$ cat src/rtl/core/multithread_issue_scheduler_macros.svh
// ============================================================================
// Assertion macros for the multithread issue scheduler
// Shorthand for clocked implication checks with a synchronous reset gate.
// ============================================================================
`ifndef MULTITHREAD_ISSUE_SCHEDULER_MACROS_SVH
`define MULTITHREAD_ISSUE_SCHEDULER_MACROS_SVH

// Same-cycle implication, checked at every rising edge out of reset.
`define MIS_ASSERT_IMP(label, clk, rstn, ante, cons) \
    label: assert property (@(posedge clk) disable iff (!(rstn)) (ante) |-> (cons)) \
        else $error("scheduler check failed");

// Next-cycle implication, checked at every rising edge out of reset.
`define MIS_ASSERT_NXT(label, clk, rstn, ante, cons) \
    label: assert property (@(posedge clk) disable iff (!(rstn)) (ante) |=> (cons)) \
        else $error("scheduler check failed");

`endif

$ cat src/rtl/core/mis_pkg.sv
// ============================================================================
// Multithread issue scheduler package
// Shared codes, reset values and controller/datapath interface types.
// ============================================================================
`default_nettype none

package mis_pkg;

    // Default number of hardware thread slots.
    localparam int MAX_THREADS_DEF = 8;

    // Configuration port geometry.
    localparam int CFG_IDX_W  = 3;
    localparam int CFG_DATA_W = 10;

    // Configuration register indexes.
    typedef enum logic [CFG_IDX_W-1:0] {
        CFG_MODE         = 3'd0,
        CFG_THREAD_COUNT = 3'd1,
        CFG_LD_DELAY     = 3'd2,
        CFG_ST_DELAY     = 3'd3,
        CFG_SWITCH       = 3'd4
    } cfg_index_t;

    // Configuration reset values.
    localparam logic        MODE_RST          = 1'b0;
    localparam logic [3:0]  THREAD_COUNT_RST  = 4'd4;
    localparam logic [9:0]  LD_DELAY_RST      = 10'd4;
    localparam logic [9:0]  ST_DELAY_RST      = 10'd4;
    localparam logic [9:0]  SWITCH_CYCLES_RST = 10'd2;

    // Mode codes.
    localparam logic MODE_BLOCKED = 1'b0;

    // Result action codes.
    typedef enum logic [1:0] {
        ACT_IDLE   = 2'd0,
        ACT_SWITCH = 2'd1,
        ACT_ISSUE  = 2'd2,
        ACT_DONE   = 2'd3
    } action_t;

    // Pending instruction classes.
    typedef enum logic [1:0] {
        CLS_OTHER = 2'd0,
        CLS_LOAD  = 2'd1,
        CLS_STORE = 2'd2,
        CLS_HALT  = 2'd3
    } class_t;

    // Commands from the controller to the datapath.
    typedef struct packed {
        logic capture;
        logic norm_step;
        logic commit;
    } mis_cmd_t;

    // Status from the datapath to the controller.
    typedef struct packed {
        logic start_ok;
        logic out_free;
    } mis_sts_t;

endpackage

`default_nettype wire

$ cat src/rtl/core/mis_ctrl.sv
// ============================================================================
// Multithread issue scheduler controller
// Sequences request capture, search start normalization and commit.
// ============================================================================
`default_nettype none

module mis_ctrl
    import mis_pkg::*;
(
    input  wire logic     aclk,
    input  wire logic     aresetn,
    input  wire logic     s_valid,
    output logic          s_ready,
    input  wire mis_sts_t sts,
    output mis_cmd_t      cmd
);

    typedef enum logic [1:0] {
        ST_IDLE,
        ST_NORM,
        ST_ISSUE
    } state_t;

    state_t state_reg;
    logic   s_ready_reg;

    // Commands are decoded from the current state, the input valid and the status inputs.
    always_comb begin
        cmd.capture   = s_valid && s_ready_reg;
        cmd.norm_step = (state_reg == ST_NORM) && !sts.start_ok;
        cmd.commit    = (state_reg == ST_ISSUE) && sts.out_free;
    end

    // State and the registered input ready.
    always_ff @(posedge aclk) begin
        if (!aresetn) begin
            state_reg   <= ST_IDLE;
            s_ready_reg <= 1'b1;
        end else begin
            unique case (state_reg)
                ST_IDLE: begin
                    if (s_valid && s_ready_reg) begin
                        state_reg   <= ST_NORM;
                        s_ready_reg <= 1'b0;
                    end
                end
                ST_NORM: begin
                    if (sts.start_ok) begin
                        state_reg <= ST_ISSUE;
                    end
                end
                ST_ISSUE: begin
                    if (sts.out_free) begin
                        state_reg   <= ST_IDLE;
                        s_ready_reg <= 1'b1;
                    end
                end
                default: begin
                    state_reg   <= ST_IDLE;
                    s_ready_reg <= 1'b1;
                end
            endcase
        end
    end

    assign s_ready = s_ready_reg;

endmodule

`default_nettype wire

$ cat src/rtl/core/mis_dp.sv
// ============================================================================
// Multithread issue scheduler datapath
// Thread state, readiness check, round-robin pick, counters and result register.
// ============================================================================
`default_nettype none

`include "multithread_issue_scheduler_macros.svh"

module mis_dp
    import mis_pkg::*;
#(
    parameter int MAX_THREADS = MAX_THREADS_DEF
) (
    input  wire logic                  aclk,
    input  wire logic                  aresetn,
    input  wire logic                  cfg_wr_en,
    input  wire logic [CFG_IDX_W-1:0]  cfg_index,
    input  wire logic [CFG_DATA_W-1:0] cfg_wdata,
    input  wire logic [15:0]           s_pending_classes,
    input  wire mis_cmd_t              cmd,
    output mis_sts_t                   sts,
    input  wire logic                  m_ready,
    output logic                       m_valid,
    output logic [1:0]                 m_action,
    output logic [2:0]                 m_chosen_thread,
    output logic [31:0]                m_fetch_index,
    output logic [31:0]                m_cycle_total,
    output logic [31:0]                m_issued_total
);

    localparam int TW = (MAX_THREADS > 1) ? $clog2(MAX_THREADS) : 1;
    localparam int NW = $clog2(MAX_THREADS + 1);

    // Configuration registers.
    logic       mode_reg;
    logic [3:0] thread_count_reg;
    logic [9:0] ld_delay_reg;
    logic [9:0] st_delay_reg;
    logic [9:0] switch_cycles_reg;

    // Architectural scheduler state.
    logic [31:0]   cycle_reg;
    logic [31:0]   issued_reg;
    logic [TW-1:0] search_start_reg;
    logic          halted_reg     [MAX_THREADS];
    logic          started_reg    [MAX_THREADS];
    class_t        last_class_reg [MAX_THREADS];
    logic [31:0]   last_cycle_reg [MAX_THREADS];
    logic [31:0]   pc_reg         [MAX_THREADS];

    // Per-request working registers.
    logic [15:0]          pend_reg;
    logic [MAX_THREADS-1:0] ready_reg;
    logic                 live_reg;
    logic [TW-1:0]        start_reg;

    // Result register.
    logic        m_valid_reg;
    action_t     m_action_reg;
    logic [2:0]  m_chosen_reg;
    logic [31:0] m_fetch_reg;

    // Combinational intermediates.
    logic [NW-1:0]          n_eff;
    logic [MAX_THREADS-1:0] ready_vec;
    logic [MAX_THREADS-1:0] live_vec;
    logic [31:0]            age;
    logic [TW-1:0]          hi_idx;
    logic [TW-1:0]          lo_idx;
    logic                   hi_found;
    logic                   found;
    logic [TW-1:0]          chosen;
    class_t                 cls;
    action_t                act;
    logic [31:0]            fetch;
    logic [31:0]            cycle_next;
    logic [31:0]            issued_next;
    logic [TW-1:0]          next_start;
    logic                   done_shown;

    // Threads in use: zero acts as one, large counts clamp to the slot count.
    always_comb begin
        if (thread_count_reg == 4'd0) begin
            n_eff = NW'(1);
        end else if (32'(thread_count_reg) > MAX_THREADS) begin
            n_eff = NW'(MAX_THREADS);
        end else begin
            n_eff = NW'(thread_count_reg);
        end
    end

    // Readiness of every thread, from its last load or store and its age.
    always_comb begin
        age = '0;
        for (int t = 0; t < MAX_THREADS; t++) begin
            age          = cycle_reg - last_cycle_reg[t];
            live_vec[t]  = (t < 32'(n_eff)) && !halted_reg[t];
            ready_vec[t] = live_vec[t];
            if (live_vec[t] && started_reg[t]) begin
                case (last_class_reg[t])
                    CLS_LOAD:  ready_vec[t] = age > 32'(ld_delay_reg);
                    CLS_STORE: ready_vec[t] = age > 32'(st_delay_reg);
                    default:   ready_vec[t] = 1'b1;
                endcase
            end
        end
    end

    // Round-robin pick: first ready thread at or after the start, else first overall.
    always_comb begin
        hi_idx   = '0;
        lo_idx   = '0;
        hi_found = 1'b0;
        for (int t = MAX_THREADS - 1; t >= 0; t--) begin
            if (ready_reg[t]) begin
                lo_idx = TW'(t);
                if (t >= 32'(start_reg)) begin
                    hi_idx   = TW'(t);
                    hi_found = 1'b1;
                end
            end
        end
        found  = |ready_reg;
        chosen = hi_found ? hi_idx : lo_idx;
    end

    // Class of the chosen thread's pending instruction; slots past eight see other.
    always_comb begin
        cls = CLS_OTHER;
        for (int k = 0; k < 8; k++) begin
            if (32'(chosen) == k) begin
                cls = class_t'(pend_reg[2*k +: 2]);
            end
        end
    end

    // Outcome of the step and the next counter values.
    always_comb begin
        act         = ACT_IDLE;
        fetch       = '0;
        cycle_next  = cycle_reg + 32'd1;
        issued_next = issued_reg;
        if (32'(chosen) + 32'd1 == 32'(n_eff)) begin
            next_start = '0;
        end else begin
            next_start = TW'(32'(chosen) + 32'd1);
        end
        if (!live_reg) begin
            act        = ACT_DONE;
            cycle_next = cycle_reg;
        end else if (!found) begin
            act = ACT_IDLE;
        end else if (mode_reg == MODE_BLOCKED && chosen != search_start_reg) begin
            act        = ACT_SWITCH;
            cycle_next = cycle_reg + 32'(switch_cycles_reg);
        end else begin
            act         = ACT_ISSUE;
            issued_next = issued_reg + 32'd1;
            fetch       = (cls == CLS_HALT) ? pc_reg[chosen] : pc_reg[chosen] + 32'd1;
        end
    end

    // Status toward the controller.
    always_comb begin
        sts.start_ok = 32'(start_reg) < 32'(n_eff);
        sts.out_free = !m_valid_reg || m_ready;
    end

    // Request capture and search start normalization (one subtract a cycle).
    always_ff @(posedge aclk) begin
        if (cmd.capture) begin
            pend_reg  <= s_pending_classes;
            ready_reg <= ready_vec;
            live_reg  <= |live_vec;
            start_reg <= search_start_reg;
        end else if (cmd.norm_step) begin
            start_reg <= TW'(32'(start_reg) - 32'(n_eff));
        end
    end

    // Issue cycle stamps hold no reset value; they are read only once written.
    always_ff @(posedge aclk) begin
        if (cmd.commit && act == ACT_ISSUE && cls != CLS_HALT) begin
            last_cycle_reg[chosen] <= cycle_reg;
        end
    end

    // Result payload.
    always_ff @(posedge aclk) begin
        if (cmd.commit) begin
            m_action_reg <= act;
            m_chosen_reg <= (act == ACT_SWITCH || act == ACT_ISSUE) ? 3'(chosen) : 3'd0;
            m_fetch_reg  <= fetch;
        end
    end

    // Configuration writes, thread state and counters.
    always_ff @(posedge aclk) begin
        if (!aresetn) begin
            mode_reg          <= MODE_RST;
            thread_count_reg  <= THREAD_COUNT_RST;
            ld_delay_reg      <= LD_DELAY_RST;
            st_delay_reg      <= ST_DELAY_RST;
            switch_cycles_reg <= SWITCH_CYCLES_RST;
            cycle_reg         <= '0;
            issued_reg        <= '0;
            search_start_reg  <= '0;
            m_valid_reg       <= 1'b0;
            for (int t = 0; t < MAX_THREADS; t++) begin
                halted_reg[t]     <= 1'b0;
                started_reg[t]    <= 1'b0;
                last_class_reg[t] <= CLS_OTHER;
                pc_reg[t]         <= '0;
            end
        end else begin
            if (cfg_wr_en) begin
                unique case (cfg_index_t'(cfg_index))
                    CFG_MODE:         mode_reg          <= cfg_wdata[0];
                    CFG_THREAD_COUNT: thread_count_reg  <= cfg_wdata[3:0];
                    CFG_LD_DELAY:     ld_delay_reg      <= cfg_wdata;
                    CFG_ST_DELAY:     st_delay_reg      <= cfg_wdata;
                    CFG_SWITCH:       switch_cycles_reg <= cfg_wdata;
                    default: ;
                endcase
            end

            if (cmd.commit) begin
                m_valid_reg <= 1'b1;
            end else if (m_ready) begin
                m_valid_reg <= 1'b0;
            end

            if (cmd.commit) begin
                cycle_reg  <= cycle_next;
                issued_reg <= issued_next;
                if (act == ACT_SWITCH) begin
                    search_start_reg <= chosen;
                end
                if (act == ACT_ISSUE) begin
                    if (cls == CLS_HALT) begin
                        halted_reg[chosen] <= 1'b1;
                    end else begin
                        pc_reg[chosen]         <= fetch;
                        last_class_reg[chosen] <= cls;
                        started_reg[chosen]    <= 1'b1;
                    end
                    if (mode_reg != MODE_BLOCKED) begin
                        search_start_reg <= next_start;
                    end
                end
            end
        end
    end

    assign m_valid         = m_valid_reg;
    assign m_action        = m_action_reg;
    assign m_chosen_thread = m_chosen_reg;
    assign m_fetch_index   = m_fetch_reg;
    assign m_cycle_total   = cycle_reg;
    assign m_issued_total  = issued_reg;

    // A pending all-halted result.
    assign done_shown = m_valid_reg && m_action_reg == ACT_DONE;

    // A commit always sees a search start inside the threads in use.
    `MIS_ASSERT_IMP(a_commit_start_norm, aclk, aresetn, cmd.commit, 32'(start_reg) < 32'(n_eff))
    // Normalization only steps while the start is still out of range.
    `MIS_ASSERT_IMP(a_norm_needed, aclk, aresetn, cmd.norm_step, 32'(start_reg) >= 32'(n_eff))
    // A committed step shows up as a pending result in the next cycle.
    `MIS_ASSERT_NXT(a_commit_shows, aclk, aresetn, cmd.commit, m_valid_reg)
    // An all-halted result names no thread and no fetch index.
    `MIS_ASSERT_IMP(a_done_clean, aclk, aresetn, done_shown, m_chosen_reg == 3'd0 && m_fetch_reg == 32'd0)

endmodule

`default_nettype wire

$ cat src/rtl/core/multithread_issue_scheduler.sv
// ============================================================================
// Multithread issue scheduler
// Picks the issuing thread each step in blocked or fine-grained mode.
// ============================================================================
//
//   Channel   Handshake           Carries
//   s_        s_valid / s_ready   pending_classes, one request per step
//   m_        m_valid / m_ready   action, chosen_thread, fetch_index, totals
//   cfg_      cfg_wr_en           register index and write data, no wait
//
// A request passes through capture with the readiness check, a search start
// check, and the pick and commit. When the stored search start is at or
// beyond the threads in use, it is normalized first, one subtract of the thread
// count per cycle.
// Reset is synchronous, active low; resets config, counters and thread state.
// The result register frees the input side: a new request is taken while a
// result waits, and the commit stalls only while a full result is not taken.
// ============================================================================
`default_nettype none

module multithread_issue_scheduler
    import mis_pkg::*;
#(
    parameter int MAX_THREADS = MAX_THREADS_DEF
) (
    input  wire logic                  aclk,
    input  wire logic                  aresetn,
    input  wire logic                  cfg_wr_en,
    input  wire logic [CFG_IDX_W-1:0]  cfg_index,
    input  wire logic [CFG_DATA_W-1:0] cfg_wdata,
    input  wire logic                  s_valid,
    output logic                       s_ready,
    input  wire logic [15:0]           s_pending_classes,
    output logic                       m_valid,
    input  wire logic                  m_ready,
    output logic [1:0]                 m_action,
    output logic [2:0]                 m_chosen_thread,
    output logic [31:0]                m_fetch_index,
    output logic [31:0]                m_cycle_total,
    output logic [31:0]                m_issued_total
);

    mis_cmd_t cmd;
    mis_sts_t sts;

    // Step sequencer.
    mis_ctrl u_ctrl (
        .aclk    (aclk),
        .aresetn (aresetn),
        .s_valid (s_valid),
        .s_ready (s_ready),
        .sts     (sts),
        .cmd     (cmd)
    );

    // Thread state and pick logic.
    mis_dp #(
        .MAX_THREADS (MAX_THREADS)
    ) u_dp (
        .aclk              (aclk),
        .aresetn           (aresetn),
        .cfg_wr_en         (cfg_wr_en),
        .cfg_index         (cfg_index),
        .cfg_wdata         (cfg_wdata),
        .s_pending_classes (s_pending_classes),
        .cmd               (cmd),
        .sts               (sts),
        .m_ready           (m_ready),
        .m_valid           (m_valid),
        .m_action          (m_action),
        .m_chosen_thread   (m_chosen_thread),
        .m_fetch_index     (m_fetch_index),
        .m_cycle_total     (m_cycle_total),
        .m_issued_total    (m_issued_total)
    );

endmodule

`default_nettype wire

$ cat config.mk
export PLATFORM = sky130hd
export DESIGN_NAME = multithread_issue_scheduler
export DESIGN_NICKNAME = d
export VERILOG_FILES = /design/src/rtl/core/mis_pkg.sv /design/src/rtl/core/mis_ctrl.sv /design/src/rtl/core/mis_dp.sv /design/src/rtl/core/multithread_issue_scheduler.sv
export VERILOG_INCLUDE_DIRS = /design/src /design/src/rtl/core
export SDC_FILE = /design/constraint.sdc
export NUM_CORES = 2
export LEC_CHECK = 0
export BUFFER_PORTS_ARGS = -buffer_cell sky130_fd_sc_hd__buf_4
export CAP_MARGIN = 15
export CORE_MARGIN = 2
export CORE_UTILIZATION = 30
export DETAILED_ROUTE_END_ITERATION = 6
export SLEW_MARGIN = 20
export SYNTH_ARGS = -nofsm -noshare
export SYNTH_HDL_FRONTEND = slang
export SYNTH_SLANG_ARGS = --single-unit
$ cat constraint.sdc
create_clock -name aclk -period 10.21 [get_ports aclk]
set_input_delay 0.5105 -clock aclk [delete_from_list [all_inputs] [get_ports aclk]]
set_output_delay 0.5105 -clock aclk [all_outputs]
set_load 0.02 [all_outputs]
* Word level (Yosys, flattened, before mapping)
Memory sizes are Yosys's and may differ from the RTL's.
Index checks and enable logic that the tools add are counted.
** Storage, ports and cells
- Register bits :: 171
- RAM bits :: 544
- Input port bits :: 34
- Logic and storage cells :: 279
- Memories kept :: 5
** Memories
- u_dp.last_cycle_reg :: depth 8, bits a word 32, rd ports 8, clocked after Yosys merged registers in 0, wr ports 1, RTL line mis_dp.sv:48 : logic [31:0] last_cycle_reg [MAX_THREADS];
- u_dp.pc_reg :: depth 8, bits a word 32, rd ports 1, clocked after Yosys merged registers in 0, wr ports 8, RTL line mis_dp.sv:49 : logic [31:0] pc_reg [MAX_THREADS];
- u_dp.last_class_reg :: depth 8, bits a word 2, rd ports 8, clocked after Yosys merged registers in 0, wr ports 8, RTL line mis_dp.sv:47 : class_t last_class_reg [MAX_THREADS];
- u_dp.halted_reg :: depth 8, bits a word 1, rd ports 8, clocked after Yosys merged registers in 0, wr ports 8, RTL line mis_dp.sv:45 : logic halted_reg [MAX_THREADS];
- u_dp.started_reg :: depth 8, bits a word 1, rd ports 8, clocked after Yosys merged registers in 0, wr ports 8, RTL line mis_dp.sv:46 : logic started_reg [MAX_THREADS];
** Cells by class
- Add/sub/neg operators :: 14
- Magnitude comparators :: 33
- Equal/unequal tests :: 38
- Mux-type cells :: 113
- Bitwise logic cells :: 3
- Reductions and logical operators :: 55
** Operator list (count)
- 32-bit by 10-bit greater-than comparator with 1-bit output :: 16
- 32-bit subtractor :: 8
- 32-bit 2-to-1 mux :: 7
- 3-bit 2-to-1 mux :: 33
- 32-bit by 1-bit adder with 32-bit output (second input constant) :: 3
- 1-bit 2-to-1 mux :: 46
- 32-bit by 10-bit adder with 32-bit output :: 1
- 32-bit OR reduction :: 1
- 2-bit 2-to-1 mux :: 15
- 2-bit equality test (second input constant) :: 11
- 1-bit logical AND :: 22
- 2-bit by 1-bit equality test with 1-bit output (second input constant) :: 10
- 3-bit by 4-bit less-than comparator with 1-bit output (first input constant) :: 4
- 1-bit case mux with 2 select lines :: 8
- 8-bit OR reduction :: 2
- 3-bit equality test (second input constant) :: 5
- 3-bit by 2-bit equality test with 1-bit output (second input constant) :: 4
- 2-bit AND reduction :: 6
- 1-bit logical NOT :: 10
- 3-bit >= comparator (first input constant) :: 3
- 1-bit by 4-bit less-than comparator with 1-bit output (first input constant) :: 2
- 2-bit by 4-bit less-than comparator with 1-bit output (first input constant) :: 2
- 4-bit 2-to-1 mux :: 2
- 3-bit by 1-bit equality test with 1-bit output (second input constant) :: 2
- 22 further kinds :: 33

* Longest topological paths before layout
- Depth in word-level cells :: 33
- Mapped depth :: 28
- Gate-level depth less buffers :: 24

* Hierarchy
A second synthesis with hierarchy kept.
** Second synthesis, totals
- Cell total of the unflattened synthesis :: 4915
- Area, all modules :: 47680.7 um2
** By module, submodules not included
- mis_dp :: times used 1, cells an instance 4897, area an instance 47526.8 um2, sequential area each 20189.4 um2
- mis_ctrl :: times used 1, cells an instance 18, area an instance 153.9 um2, sequential area each 60.1 um2

* Worst setup path before layout
Ideal clock, no wire load.
- Path kind :: reg2reg
- Start point :: register u_dp.start_reg[1]
- End point :: memory u_dp.last_class_reg[7][0] in the netlist's numbering (enable)
- Setup time :: 0.396 ns
- Data arrival time :: 7.769 ns
- Setup slack :: 2.045 ns
- Stages on the path, launching flop included :: 24
- Buffers on the path :: 10
- Cell sequence :: edfxtp_1 -> buf_2 -> a21bo_2 -> a21oi_1 -> nor3b_1 -> a22o_1 -> buf_2 -> inv_1 -> buf_4 -> buf_4 -> buf_2 -> buf_2 -> buf_1 -> buf_1 -> ha_1 -> clkbuf_1 -> a21oi_1 -> a22oi_1 -> o21ai_0 -> o22ai_1 -> clkbuf_1 -> o211ai_1 -> nor3_1 -> nand2b_1
** RTL lines
- start: declaration :: RTL line mis_dp.sv:55 : logic [TW-1:0] start_reg;
- start signal: assignment :: RTL line mis_dp.sv:175 : start_reg <= search_start_reg;
- start signal: assignment :: RTL line mis_dp.sv:177 : start_reg <= TW'(32'(start_reg) - 32'(n_eff));
- end: declaration :: RTL line mis_dp.sv:47

* Final worst setup path
- Start point :: register u_dp.cycle_reg[0], in the netlist u_dp.m_cycle_total[0]
- End point :: register u_dp.ready_reg[6] (data pin)
** Between the ends
- Longest elaborated chain between the ends :: 4
** RTL lines
- start: declaration :: RTL line mis_dp.sv:42 : logic [31:0] cycle_reg;
- start signal: assignment :: RTL line mis_dp.sv:234 : cycle_reg <= cycle_next;
- 32-bit subtractor (*) :: RTL line mis_dp.sv:96 : age = cycle_reg - last_cycle_reg[t];
- 32-bit by 10-bit greater-than comparator with 1-bit output (on tied branches) :: RTL line mis_dp.sv:102, mis_dp.sv:101
- 1-bit case mux with 2 select lines (*) :: RTL line mis_dp.sv:100 : case (last_class_reg[t])
- 1-bit 2-to-1 mux (*) :: RTL line mis_dp.sv:99 : if (live_vec[t] && started_reg[t]) begin
- via u_dp.ready_vec[6] :: RTL line mis_dp.sv:65 : logic [MAX_THREADS-1:0] ready_vec;
- end signal: assignment :: RTL line mis_dp.sv:173 : ready_reg <= ready_vec;
- end: declaration :: RTL line mis_dp.sv:53 : logic [MAX_THREADS-1:0] ready_reg;
Mark *: on every way through the listed nets, which the timed path passes. The rest lies on a longest branch.
A chain may end at the register's enable or synchronous reset.

==> results.cfg <==
[synth]
syn_area_um2 = 47690
synth_area_leaders = edfxtp_1 (37%), ha_1 (12%), dfxtp_1 (5.1%), nor2_1 (4.5%), mux2i_1 (3.9%)
synth_cells = 4915
synth_top_area_share_pct = 37.34
synth_warnings = 0
ys_types = 96
synth_nets = 5406
ys_ff_latch = 715
ys_seq_area_share_pct = 42.46
synth_area_leader_cell = edfxtp_1
synth_edf_count = 593
synthFlopType = edfxtp_1
synth_async_sr_flop_share_pct = 0
syn_area_per_cell_um2 = 9.703

[clock_tree]
tritoncts = yes
cts_buffers = 83
cts_sinks = 715
clockRootBuffer = clkbuf_16
clk_latency_ns = 0.72
post_cts_resize_count = 0
path_clk_slew_ns = 0.06
htreeDepth = 3
post_cts_buffers = 0
clock_path_buffers = 3

[detailed_routing]
vias = 38600
wl_um = 149300
first_iter_violations = 3424
antenna_left = 0
dr.pass1.iters = 6
viasPerCell = 5.334
wl_per_cell_um = 20.63
drc = 0

[grt]
grt_max_degree = 76
grtUsageTotal_pct = 17.95
grt.overflow.total = 0
grt_pass1_wl_um = 225600
antenna_found_initial = 4
grt_pass1_vias = 36600

[layout]
area_delta_synth_final_pct = 14.30
fillers = 16030
final_util_pct = 34.46
final_nets = 5585
drive_gt1_share_pct = 8.793

[sta]
slew_violations = 0
timing.final.crit_share_pct = 63.34
finalClockSkew_ns = 0.02218
relSlewSlack_pct = 30.00
fin_ws_ns = 3.743
hold_viol_final = 0
fin_crit_ns = 6.467
finalSetupViolCount = 0
rsz0062_at_grt = no
tightest_slew_ns = 1.048
max_freq_mhz = 154.6
final.setup.tns_ns = 0
holdWs_ns = 0.07458

[pwr]
p_leak_nw = 22.58
power_frac_seq_pct = 41.3
swShare_pct = 30.01
powerDensity_nw_per_um2 = 144.7
clkPwrFrac_pct = 39.5
power_frac_comb_pct = 19.2
p_int_w = 0.005522
ir_worst_vdd_mv = 0.1257
p_sw_w = 0.002368

[placement]
dp_hpwl_um = 102600
gp_congestion = 0.9120
port_buffers = 136
dp_slack_ns = 3.726

[worst_setup_path]
start_kind = register
cp_max_fo = 15
crit_required_ns = 10.64
crit_path_end_kind = register
cp_data_arrival_time_ns = 6.90
worstSetupPathType = register to register

[floorplan]
die_h_um = 402.7
core-area_um2 = 158200
io_pins = 137
die_area_um2 = 162200
row_count = 146
initial_core_util_pct = 30.15
die_w_um = 402.7

[outcome]
status = complete, no violations

[min_path]
hold_class = input port to register

[flow_run]
drv_cap = 0
[Yosys cell counts (20+ instances only)]
library cell  instances
edfxtp_1            593
nor2_1              569
ha_1                447
inv_1               436
nand2_1             359
a21oi_1             273
o21ai_0             214
mux2i_1             187
nand3_1             127
dfxtp_1             122
clkbuf_1            103
xnor2_1             102
nor3_1               87
a21o_1               86
o21a_1               71
nor2b_1              69
nand2b_1             68
xor2_1               67
a21boi_0             61
and3_1               58
and2_1               55
nand4_1              51
a31oi_1              39
a211oi_1             34
o21bai_1             34
o211ai_1             32
o22ai_1              32
or3_1                32
a2111oi_0            23
nor4_1               22
o221ai_1             21
nor3b_1              20
o31ai_1              20
or2_2                20
[per-stage QoR]
stage,area (um^2),std cells,total power (W)
floorplan,47690,4915,0.004379
global route,54510,7236,0.008209
detailed placement,51420,7061,0.004812
finish,54510,7237,0.007890
global placement,51420,7061,0.004791
CTS,54400,7231,0.007945
[logic make-up after synthesis]
kind of cell | count (synthesis) | share of synthesized area (%)
xor+xnor | 181 | 3.537
mux | 204 | 4.337
fa+ha+maj | 457 | 12.15
simple gates | 1621 | 16.35
compound gates | 1158 | 16.32
buf+inv | 579 | 4.846
flops | 715 | 42.46
[per-layer routing]
| layer | track usage, % | up-vias | wire length (um) |
|---|---|---|---|
| met3 | 2.843 | 226 | 9519 |
| met4 | 5.362 | 0 | 4278 |
| li1 | - | 18380 | - |
| met2 | 28.72 | 1247 | 67360 |
| met5 | 0 | - | 0 |
| met1 | 24.87 | 18750 | 68150 |
[final timing paths]
kind | end | cells past startpoint | start | slack [ns]
min reg2reg | u_dp.started_reg[6] | 1 | u_dp.started_reg[6] | 0.46
max | u_dp.ready_reg[6] | 22 | u_dp.m_cycle_total[0] | 3.74
max reg2reg | u_dp.ready_reg[6] | 22 | u_dp.m_cycle_total[0] | 3.74
min | u_dp.switch_cycles_reg[7] | 3 | cfg_wdata[7] | 0.07
[power groups by stage]
stage          Clock, W  Sequential (W)  Combinational [W]
6_report        0.00312         0.00326            0.00151
2_1_floorplan         0         0.00332            0.00106
4_1_cts         0.00318         0.00326            0.00150
3_3_place_gp          0         0.00332            0.00147
5_1_grt         0.00329         0.00326            0.00165
3_5_place_dp          0         0.00332            0.00149
[placed cells by master (no fill, tap or decap), types with 34 or more instances in the layout]
cell       Yosys  routed
nor2b_1       69      68
dfxtp_1      122     121
ha_1         447     447
nand4_1       51      51
a21oi_1      273     273
edfxtp_1     593     593
o21bai_1      34      34
buf_4          6     215
a211oi_1      34      34
nand2_1      359     359
nand2b_1      68      67
and3_1        58      58
clkbuf_16      0      84
a21boi_0      61      61
nor2_1       569     562
xnor2_1      102     102
o21a_1        71      71
mux2i_1      187     187
inv_1        436     435
and2_1        55      55
a21o_1        86      86
a31oi_1       39      39
o21ai_0      214     207
xor2_1        67      67
nor3_1        87      85
nand3_1      127     124
[worst max-delay path, cell delays in order (launching register included)]
cell and delay, ns:
dfxtp_1 0.52, inv_1 0.48, ha_1 0.25, inv_1 0.05, fa_1 0.41, a21oi_1 0.18
nor2b_1 0.08, a311o_1 0.42, a21o_1 0.20, a21oi_1 0.16, xnor2_1 0.12, ha_1 0.29
nand2_1 0.07, o41ai_1 0.50, nor2_1 0.15, a221o_1 0.28, a2111oi_0 0.50, o311ai_0 0.29
nor4_1 0.32, nand4_1 0.15, nor4_1 0.18, nand4_1 0.24, and3_1 0.35
[cell type report]
class                   instances  area [um^2]  share of cell area [%]
clock buffers                 115         2298                   4.216
diodes                          2        5.005                0.009181
flip-flops and latches        715        20250                   37.15
inverters                     438         1644                   3.016
multi-input cells            3621        25320                   46.46
repair buffers                235         1877                   3.443
well taps                    2072         2592                   4.756
clock inverters                39        519.2                  0.9526
[timing repair]
action                     4_1_cts  5_1_grt
hold endpoints to repair        16        0
hold buffers                    16        0
setup endpoints to repair        0        0
No activity file was read; power rests on OpenSTA's default activity.
